## src/ttcs_pkg.sv

```systemverilog
// ----------------------------------------------------------------------------
// ttcs_pkg
// Shared types and constants of the tick timeout compare scheduler.
// ----------------------------------------------------------------------------
package ttcs_pkg;

  localparam int unsigned CPT_W = 24;
  localparam int unsigned WORD_W = 32;

  localparam logic [CPT_W-1:0] CPT_RESET = 24'd160000;
  localparam logic [WORD_W-1:0] LEAD_CYCLES = 32'd64;
  localparam logic [WORD_W-1:0] ALIGN_ADD = 32'd7;
  localparam logic [WORD_W-1:0] ALIGN_MASK = 32'h0000_0007;
  localparam logic [WORD_W-1:0] HALF_RANGE = 32'h7FFF_FFFF;
  localparam logic [WORD_W-1:0] TICKS_FOREVER = 32'hFFFF_FFFF;

  typedef enum logic [1:0] {
    OP_INTERRUPT   = 2'd0,
    OP_SET_TIMEOUT = 2'd1,
    OP_QUERY       = 2'd2
  } op_t;

  typedef enum logic {
    REG_TICK_LENGTH   = 1'b0,
    REG_TICKLESS_MODE = 1'b1
  } reg_index_t;

  // Lead of at least LEAD_CYCLES over now, then round up to a multiple of 8.
  function automatic logic [WORD_W-1:0] make_compare(input logic [WORD_W-1:0] cmp,
                                                     input logic [WORD_W-1:0] now);
    logic [WORD_W-1:0] lead;
    logic [WORD_W-1:0] c;
    lead = cmp - now;
    c = (lead < LEAD_CYCLES) ? (now + LEAD_CYCLES) : cmp;
    return (c + ALIGN_ADD) & ~ALIGN_MASK;
  endfunction

endpackage

```

## src/ttcs_div.sv

```systemverilog
// ----------------------------------------------------------------------------
// ttcs_div
// Restoring divider, one quotient bit per cycle, 32-bit word by tick length.
// ----------------------------------------------------------------------------
module ttcs_div (
  input  logic                         clk,
  input  logic                         rst,
  input  logic                         start,
  input  logic [ttcs_pkg::WORD_W-1:0]  dividend,
  input  logic [ttcs_pkg::CPT_W-1:0]   divisor,
  output logic                         done,
  output logic [ttcs_pkg::WORD_W-1:0]  quotient
);

  localparam int unsigned CNT_W = $clog2(ttcs_pkg::WORD_W);

  logic                         active;
  logic [CNT_W-1:0]             count;
  logic [ttcs_pkg::CPT_W-1:0]   rem;
  logic [ttcs_pkg::WORD_W-1:0]  quo;
  logic [ttcs_pkg::CPT_W-1:0]   dvs;

  logic [ttcs_pkg::CPT_W:0]     partial;
  logic [ttcs_pkg::CPT_W+1:0]   trial;
  logic                         ge;
  logic [ttcs_pkg::CPT_W-1:0]   rem_next;

  assign partial = {rem, quo[ttcs_pkg::WORD_W-1]};
  assign trial = {1'b0, partial} - {2'b00, dvs};
  assign ge = ~trial[ttcs_pkg::CPT_W+1];
  assign rem_next = ge ? trial[ttcs_pkg::CPT_W-1:0] : partial[ttcs_pkg::CPT_W-1:0];

  always_ff @(posedge clk) begin
    if (rst) begin
      active <= 1'b0;
      count <= '0;
      done <= 1'b0;
    end else begin
      done <= active && (count == '0);
      if (start) begin
        active <= 1'b1;
        count <= CNT_W'(ttcs_pkg::WORD_W - 1);
      end else if (active) begin
        count <= count - 1'b1;
        if (count == '0) begin
          active <= 1'b0;
        end
      end
    end
  end

  always_ff @(posedge clk) begin
    if (start) begin
      rem <= '0;
      quo <= dividend;
      dvs <= divisor;
    end else if (active) begin
      rem <= rem_next;
      quo <= {quo[ttcs_pkg::WORD_W-2:0], ge};
    end
  end

  assign quotient = quo;

endmodule

```

## src/tick_timeout_compare_scheduler.sv

```systemverilog
// ----------------------------------------------------------------------------
// tick_timeout_compare_scheduler
// Turns kernel timer events into tick counts and aligned compare values.
// ----------------------------------------------------------------------------
// Usage: each input word carries an operation in s_tuser and the counter value
// and requested ticks in s_tdata. Every accepted word gives exactly one output
// word. The block takes one word at a time; s_tready is high only while idle.
// One shared restoring divider and a registered 32 by 24 multiplier do the work:
//   interrupt: divide, multiply, announce, plus a compare step in periodic mode.
//   query, tickless: divide; otherwise and unused codes: straight to done.
//   set timeout, tickless: divide, multiply, saturate, divide, multiply, base,
//   compare (two divisions); periodic: straight to done.
// The result goes to an output register, so the next word is taken while a
// result still waits on m_tready. If the receiver stalls with a result already
// held, the sequencer holds its finished result until the register frees.
// Configuration is written through cfg_we, cfg_index and cfg_data; the user must
// write it only while idle, as the block does not enforce this. Reset clears the
// announce point to zero, sets the tick length to 160000 and selects tickless mode.
// ----------------------------------------------------------------------------
module tick_timeout_compare_scheduler (
  input  logic                        clk,
  input  logic                        rst,
  input  logic                        s_tvalid,
  output logic                        s_tready,
  input  logic [63:0]                 s_tdata,   // now[31:0], ticks[63:32]
  input  logic [1:0]                  s_tuser,   // operation[1:0]
  output logic                        m_tvalid,
  input  logic                        m_tready,
  output logic [63:0]                 m_tdata,   // compare_value[31:0], tick_count[63:32]
  output logic [1:0]                  m_tuser,   // compare_write[0], announce_valid[1]
  input  logic                        cfg_we,
  input  logic                        cfg_index,
  input  logic [ttcs_pkg::CPT_W-1:0]  cfg_data
);

  typedef enum logic [11:0] {
    ST_IDLE     = 12'b0000_0000_0001,
    ST_EL_DIV   = 12'b0000_0000_0010,
    ST_EL_MUL   = 12'b0000_0000_0100,
    ST_ANNOUNCE = 12'b0000_0000_1000,
    ST_MAX_DIV  = 12'b0000_0001_0000,
    ST_T_MUL    = 12'b0000_0010_0000,
    ST_SATURATE = 12'b0000_0100_0000,
    ST_Q_DIV    = 12'b0000_1000_0000,
    ST_Q_MUL    = 12'b0001_0000_0000,
    ST_BASE     = 12'b0010_0000_0000,
    ST_COMPARE  = 12'b0100_0000_0000,
    ST_DONE     = 12'b1000_0000_0000
  } state_t;

  state_t state, state_next;

  logic [ttcs_pkg::CPT_W-1:0]   tick_length;
  logic                         tickless_mode;
  logic [ttcs_pkg::WORD_W-1:0]  last_announce;

  ttcs_pkg::op_t                op_r;
  logic [ttcs_pkg::WORD_W-1:0]  now_r;
  logic [ttcs_pkg::WORD_W-1:0]  ticks_r;
  logic [ttcs_pkg::CPT_W-1:0]   cpt_r;
  logic                         mode_r;
  logic [ttcs_pkg::WORD_W-1:0]  diff_r;
  logic [ttcs_pkg::WORD_W-1:0]  adj_r;
  logic [ttcs_pkg::WORD_W-1:0]  cmp_base;
  logic [ttcs_pkg::WORD_W-1:0]  mul_a;
  logic [ttcs_pkg::WORD_W-1:0]  prod;
  logic [ttcs_pkg::WORD_W+ttcs_pkg::CPT_W-1:0] prod_wide;

  logic                         res_cw;
  logic [ttcs_pkg::WORD_W-1:0]  res_cv;
  logic                         res_av;
  logic [ttcs_pkg::WORD_W-1:0]  res_tc;

  ttcs_pkg::op_t                in_op;
  logic [ttcs_pkg::WORD_W-1:0]  in_diff;
  logic [ttcs_pkg::CPT_W-1:0]   in_cpt;
  logic                         accept;
  logic                         slot_free;

  logic                         div_start;
  logic [ttcs_pkg::WORD_W-1:0]  div_dividend;
  logic [ttcs_pkg::CPT_W-1:0]   div_divisor;
  logic                         div_done;
  logic [ttcs_pkg::WORD_W-1:0]  div_quo;

  logic [ttcs_pkg::WORD_W-1:0]  el_fix;
  logic [ttcs_pkg::WORD_W-1:0]  ticks_m1;
  logic [ttcs_pkg::WORD_W-1:0]  t_clamp;
  logic [ttcs_pkg::WORD_W:0]    sat_sum;
  logic [ttcs_pkg::WORD_W-1:0]  sat_cycles;

  assign in_op = ttcs_pkg::op_t'(s_tuser);
  assign in_diff = s_tdata[31:0] - last_announce;
  assign in_cpt = (tick_length == '0) ? ttcs_pkg::CPT_W'(1) : tick_length;
  assign s_tready = (state == ST_IDLE);
  assign accept = s_tvalid && s_tready;
  assign slot_free = !m_tvalid || m_tready;

  assign el_fix = (div_quo == '0) ? ttcs_pkg::WORD_W'(1) : div_quo;
  assign ticks_m1 = ticks_r - 1'b1;

  always_comb begin
    if (ticks_r == ttcs_pkg::TICKS_FOREVER) begin
      t_clamp = (div_quo == '0) ? '0 : (div_quo - 1'b1);
    end else if (ticks_r[ttcs_pkg::WORD_W-1] || (ticks_r == '0)) begin
      t_clamp = '0;
    end else if (ticks_m1 > div_quo) begin
      t_clamp = div_quo;
    end else begin
      t_clamp = ticks_m1;
    end
  end

  assign sat_sum = {1'b0, prod} + {1'b0, adj_r};
  assign sat_cycles = sat_sum[ttcs_pkg::WORD_W] ? '1 : sat_sum[ttcs_pkg::WORD_W-1:0];

  assign prod_wide = mul_a * cpt_r;

  ttcs_div u_div (
    .clk      (clk),
    .rst      (rst),
    .start    (div_start),
    .dividend (div_dividend),
    .divisor  (div_divisor),
    .done     (div_done),
    .quotient (div_quo)
  );

  always_comb begin
    state_next = state;
    div_start = 1'b0;
    div_dividend = in_diff;
    div_divisor = cpt_r;
    case (state)
      ST_IDLE: begin
        div_divisor = in_cpt;
        if (s_tvalid) begin
          case (in_op)
            ttcs_pkg::OP_INTERRUPT: begin
              div_start = 1'b1;
              state_next = ST_EL_DIV;
            end
            ttcs_pkg::OP_QUERY: begin
              if (tickless_mode) begin
                div_start = 1'b1;
                state_next = ST_EL_DIV;
              end else begin
                state_next = ST_DONE;
              end
            end
            ttcs_pkg::OP_SET_TIMEOUT: begin
              if (tickless_mode) begin
                div_start = 1'b1;
                div_dividend = ttcs_pkg::HALF_RANGE;
                state_next = ST_MAX_DIV;
              end else begin
                state_next = ST_DONE;
              end
            end
            default: state_next = ST_DONE;
          endcase
        end
      end
      ST_EL_DIV: begin
        if (div_done) begin
          state_next = (op_r == ttcs_pkg::OP_QUERY) ? ST_DONE : ST_EL_MUL;
        end
      end
      ST_EL_MUL: state_next = ST_ANNOUNCE;
      ST_ANNOUNCE: state_next = mode_r ? ST_DONE : ST_COMPARE;
      ST_MAX_DIV: begin
        if (div_done) begin
          state_next = ST_T_MUL;
        end
      end
      ST_T_MUL: state_next = ST_SATURATE;
      ST_SATURATE: begin
        div_start = 1'b1;
        div_dividend = sat_cycles;
        state_next = ST_Q_DIV;
      end
      ST_Q_DIV: begin
        if (div_done) begin
          state_next = ST_Q_MUL;
        end
      end
      ST_Q_MUL: state_next = ST_BASE;
      ST_BASE: state_next = ST_COMPARE;
      ST_COMPARE: state_next = ST_DONE;
      ST_DONE: begin
        if (slot_free) begin
          state_next = ST_IDLE;
        end
      end
      default: state_next = ST_IDLE;
    endcase
  end

  always_ff @(posedge clk) begin
    if (rst) begin
      state <= ST_IDLE;
      tick_length <= ttcs_pkg::CPT_RESET;
      tickless_mode <= 1'b1;
      last_announce <= '0;
      m_tvalid <= 1'b0;
    end else begin
      state <= state_next;
      if (cfg_we) begin
        case (ttcs_pkg::reg_index_t'(cfg_index))
          ttcs_pkg::REG_TICK_LENGTH: tick_length <= cfg_data;
          ttcs_pkg::REG_TICKLESS_MODE: tickless_mode <= cfg_data[0];
          default: ;
        endcase
      end
      if (state == ST_ANNOUNCE) begin
        last_announce <= last_announce + prod;
      end
      if ((state == ST_DONE) && slot_free) begin
        m_tvalid <= 1'b1;
      end else if (m_tready) begin
        m_tvalid <= 1'b0;
      end
    end
  end

  always_ff @(posedge clk) begin
    prod <= prod_wide[ttcs_pkg::WORD_W-1:0];
    if (accept) begin
      op_r <= in_op;
      now_r <= s_tdata[31:0];
      ticks_r <= s_tdata[63:32];
      cpt_r <= in_cpt;
      mode_r <= tickless_mode;
      diff_r <= in_diff;
      res_cw <= 1'b0;
      res_cv <= '0;
      res_av <= 1'b0;
      res_tc <= '0;
    end
    if ((state == ST_EL_DIV) && div_done) begin
      mul_a <= el_fix;
      if (op_r == ttcs_pkg::OP_QUERY) begin
        res_tc <= div_quo;
      end
    end
    if (state == ST_ANNOUNCE) begin
      cmp_base <= last_announce + prod + {{(ttcs_pkg::WORD_W-ttcs_pkg::CPT_W){1'b0}}, cpt_r};
      res_av <= 1'b1;
      res_tc <= mode_r ? mul_a : ttcs_pkg::WORD_W'(1);
    end
    if ((state == ST_MAX_DIV) && div_done) begin
      mul_a <= t_clamp;
      adj_r <= diff_r + {{(ttcs_pkg::WORD_W-ttcs_pkg::CPT_W){1'b0}}, cpt_r} - 1'b1;
    end
    if ((state == ST_Q_DIV) && div_done) begin
      mul_a <= div_quo;
    end
    if (state == ST_BASE) begin
      cmp_base <= last_announce + prod;
    end
    if (state == ST_COMPARE) begin
      res_cw <= 1'b1;
      res_cv <= ttcs_pkg::make_compare(cmp_base, now_r);
    end
    if ((state == ST_DONE) && slot_free) begin
      m_tdata <= {res_tc, res_cv};
      m_tuser <= {res_av, res_cw};
    end
  end

`ifndef ASSERT_OFF
  a_accept_leaves_idle: assert property (@(posedge clk) disable iff (rst)
    (s_tvalid && s_tready) |=> (state != ST_IDLE))
    else $error("accepted word did not start a sequence");

  a_div_done_expected: assert property (@(posedge clk) disable iff (rst)
    div_done |-> (state == ST_EL_DIV || state == ST_MAX_DIV || state == ST_Q_DIV))
    else $error("divider finished outside a division step");

  a_done_holds_on_stall: assert property (@(posedge clk) disable iff (rst)
    (state == ST_DONE && m_tvalid && !m_tready) |=> (state == ST_DONE && $stable(m_tdata)))
    else $error("held result overwritten while output stalled");
`endif

endmodule

```

## config.mk

```make
export PLATFORM = sky130hd
export DESIGN_NAME = tick_timeout_compare_scheduler
export DESIGN_NICKNAME = d
export VERILOG_FILES = /design/src/ttcs_pkg.sv /design/src/ttcs_div.sv /design/src/tick_timeout_compare_scheduler.sv
export SDC_FILE = /design/constraint.sdc
export NUM_CORES = 2
export LEC_CHECK = 0
export ABC_AREA = 1
export BUFFER_PORTS_ARGS = -buffer_cell sky130_fd_sc_hd__clkbuf_2
export CAP_MARGIN = 20
export CORE_MARGIN = 1
export CORE_UTILIZATION = 59
export DETAILED_ROUTE_END_ITERATION = 6
export GPL_TIMING_DRIVEN = 0
export PLACE_DENSITY = 0.76
export SLEW_MARGIN = 40
export SYNTH_ARGS = -nofsm -noshare
export SYNTH_HDL_FRONTEND = slang
export SYNTH_HIERARCHICAL = 1
export SYNTH_SLANG_ARGS = --single-unit
```

## constraint.sdc

```tcl
create_clock -name clk -period 15.4 [get_ports clk]
set_clock_uncertainty 0.2 [all_clocks]
set_input_delay 1.54 -clock clk [delete_from_list [all_inputs] [get_ports clk]]
set_output_delay 1.54 -clock clk [all_outputs]
set_load 0.02 [all_outputs]
```

==> parameters.txt <==
Parameter                              Value

Run status
  Status    finished with violations
  Violated checks    DRC

Worst setup path
  Kind of launch point of the worst setup path    flip-flop
  Capturing point of the worst reg2reg path    prod[28]
  Count of cells along the worst register-to-register path    24
  CP Capture Type    flip-flop
  Source of the worst register-to-register timing path    cpt_r[4]
  Maximum fanout along the worst path    10
  Cell occurring most often along the worst timing path    fa_1
  Data required time of the critical path    15.78 ns
  Worst setup path endpoint    prod[28]
  Register-to-register path setup slack    6.88 ns
  Crit path arrival time    8.90 ns
  Cell class contributing the biggest share of worst-path delay    adder cells
  Category of the most critical setup path    reg2reg
  Cell-by-cell trace of the critical path    clkbuf_2 > clkbuf_2 > nand2_1 > fa_1 > fa_1 > inv_1 > fa_1 > ha_1 > fa_1 > fa_1 > inv_1 > fa_1 > inv_1 > ha_1 > nand2_1 > o21ai_0 > a21oi_1 > o21ai_0 > a21boi_0 > o21ai_0 > a21oi_1 > o21bai_1 > a21oi_1 > xnor2_1
  Worst setup path startpoint    cpt_r[4]
  Crit path buf inv count    5
  Maximum cell stage delay along the critical path    0.72 ns
  Total stage count of the critical path    24
  Critical-path top delay cell    edfxtp_1

Finish
  Non-filler cells in the finished layout    8345
  Fraction of layout instances using a drive strength above 1    6.232%
  Register cell area after layout    14360 µm²
  Area growth, synth to finish    8.915%
  Filler Cell Count    7631
  Most used cells in the layout excluding fill and tap cells    nand2_1, inv_1, fa_1
  Number of nets at the end of the flow    7991
  Area of combinational cells with multiple inputs    30660 µm²
  Most common cell after layout, fill and taps aside    nand2_1

Worst hold path
  Hold Path Stages    0
  Path class of the lowest-slack min-delay path    reg2reg

Timing
  Max Transition Viols Final    0
  Actual slew at the worst max-slew pin    0.9350 ns
  Fin crit share    55.33%
  Unrepaired setup endpoints after global routing    false
  Number of setup violations in the final report    0
  Max frequency    117.4 MHz
  Time the worst path needs with I/O delays and setup    8.520 ns
  Max-Slew Margin vs Limit    37.67%
  Endpoints failing hold    0

Clock network
  Clk pin slew, worst setup/hold paths    0.06 ns
  Max Buffers Root-to-Sink    3
  Number of levels the H-tree was split into    2
  Clock sink count    534
  Post-CTS sizing    0
  Clk Latency, worst-skew pair    0.71 ns
  Clock tree from TritonCTS    built
  Buffers inserted during post-CTS setup optimization    0
  Cell at the root of the clock tree    clkbuf_16
  Number of clock buffers inserted by TritonCTS    57
  Count of hold-fix buffers inserted at cts    0

Synth
  Most frequently used flop master after synthesis    edfxtp_1
  Largest area contributor in the netlist    edfxtp_1
  Sequential share of the synthesized area    27.61%
  Total number of yosys warnings    6
  FF+latch count, synth    534
  EDFF count, synth    367
  Fraction of synthesized cell area taken by the top area cell type    21.18%
  Syn Std Cell Area    52020 µm²
  Fraction of registers with async set or reset after synthesis    0%
  Number of distinct library cell variants in the gate-level netlist after synthesis    63
  Top area cells in the synthesized netlist    edfxtp_1, fa_1, nand2_1
  Synth Area per Inst    7.535 µm²
  Post-Syn Instances    6904

Placed design
  Dpl cells    8236
  Sum of net half-perimeters after detailed placement    142.5 mm
  Number of I/O port buffers    160
  Final weighted congestion in routability-driven placement    1.059

Global route
  Number of global-route vias before repair    45030
  Antenna violations before repair    4
  Total gr overflow    0
  Gr usage total    38.88%
  Global-route wire length before repair    261.2 mm
  Largest net degree at the start of global routing    38

Detailed routing
  Post-detailed-route count of antenna-violating nets    0
  Vias per cell    5.583
  Mean routed wirelength per cell    20.76 µm
  Drt drc    4
  Total via count after detailed routing    46590
  Iteration-0 DRC count of the detailed router    4762
  Total wire length after detailed routing    173.2 mm
  Detailed-routing iteration count for the pre-antenna-repair pass    7

Floorplan
  Std-Cell Rows    108
  Starting density of the core    59.78%
  Die Outline Area    89370 µm²
  Placeable core region    87020 µm²
  Die width    298.9 µm
  Height of the die    298.9 µm
  Number of placed I/O pins    164

Job
  Max Cap Violations    0
-- registers in the layout, summed over array words and instances, names as in the netlist, 2 cells and up --
register / cells
adj_r: 32
cmp_base: 32
cpt_r: 24
diff_r: 32
last_announce: 32
m_tdata: 61
m_tuser: 2
mul_a: 32
now_r: 32
op_r: 2
prod: 32
res_cv: 29
res_tc: 32
state: 12
tick_length: 24
ticks_r: 32
u_div/count: 5
u_div/dvs: 24
u_div/quotient: 32
u_div/rem: 24
-- routing by layer --
| layer | GRT usage, % | wire length [µm] | share of wire (%) |
|---|---|---|---|
| met2 | 60.19 | 75310 | 43 |
| met1 | 51.01 | 67620 | 39 |
| met3 | 6.965 | 17790 | 10 |
| met4 | 23.32 | 12440 | 7.2 |
| met5 | 0 | 37 | 0.021 |
-- Yosys cell counts, drive strengths merged (14+ instances only) --
cell type and number:
dfxtp 167, fa 395, nand3b 32, nand3 199, or2 16, edfxtp 367, buf 39, nor4 30
o211ai 44, ha 360, o21ai 312, xor2 190, a21oi 366, o21bai 14, nor3 64, a22oi 25
nor2 376, xnor2 87, a21boi 17, nand4 83, nand2 1799, clkbuf 198, a31oi 37, inv 1608
-- stage by stage --
stage / TNS (ns) / instance area [µm²] / hold slack, ns / setup WS (ns) / util, %
2_1_floorplan: 0 / 52030 / 0.2003 / 2.951 / -
3_3_place_gp: -256.89 / 54280 / 0.2013 / -2.954 / 62.37
3_5_place_dp: 0 / 54630 / 0.2054 / 7.194 / 62.78
4_1_cts: 0 / 56650 / 0.2204 / 7.129 / 65.10
5_1_grt: 0 / 56660 / 0.2241 / 6.681 / 65.11
6_report: 0 / 56660 / 0.2184 / 6.880 / 65.11
-- worst reg2reg max path, cell delays in order (launching register included) --
cell and delay [ns]:
edfxtp_1 0.72, clkbuf_2 0.55, clkbuf_2 0.52, nand2_1 0.14, fa_1 0.50, fa_1 0.53, inv_1 0.05, fa_1 0.41
ha_1 0.23, fa_1 0.47, fa_1 0.56, inv_1 0.05, fa_1 0.48, inv_1 0.05, ha_1 0.35, nand2_1 0.07
o21ai_0 0.29, a21oi_1 0.19, o21ai_0 0.46, a21boi_0 0.25, o21ai_0 0.42, a21oi_1 0.23, o21bai_1 0.31, a21oi_1 0.13
xnor2_1 0.20
-- final cells by class --
| class | count | share of cell area (%) |
|---|---|---|
| multi-input combinational | 4519 | 54.11 |
| tap | 1155 | 2.550 |
| antenna | 1 | 0.004416 |
| clock buffer | 74 | 2.789 |
| sequential | 534 | 25.35 |
| inverter | 1616 | 10.71 |
| timing repair buffer | 175 | 1.901 |
| clock inverter | 34 | 0.7817 |
| buffer | 237 | 1.806 |
-- worst min-delay path by stage --
| stage | startpoint | end | slack [ns] |
|---|---|---|---|
| 6_report | res_cv[18] | m_tdata[18] | 0.22 |
| 5_1_grt | res_cv[21] | m_tdata[21] | 0.22 |
| 4_1_cts | res_cv[21] | m_tdata[21] | 0.22 |
| 3_5_place_dp | res_cv[21] | m_tdata[21] | 0.21 |
| 3_3_place_gp | res_cv[3] | m_tdata[3] | 0.20 |
| 2_1_floorplan | res_cv[10] | m_tdata[10] | 0.20 |
-- cell families (layout without fill, tap and decap cells) --
group,Yosys count,count (layout),synth area share (%)
flops,534,534,27.61
simple gates,2610,2610,20.94
mux,1,1,0.02164
other cells,1,4,0.007208
buf+inv,1853,2136,13.54
fa+ha+maj,755,755,23.86
compound gates,873,873,9.353
xor+xnor,277,277,4.663
Power is left out: the tool's default activity adds up to more than one toggle a clock period on the data nets, which glitch-free logic cannot reach.
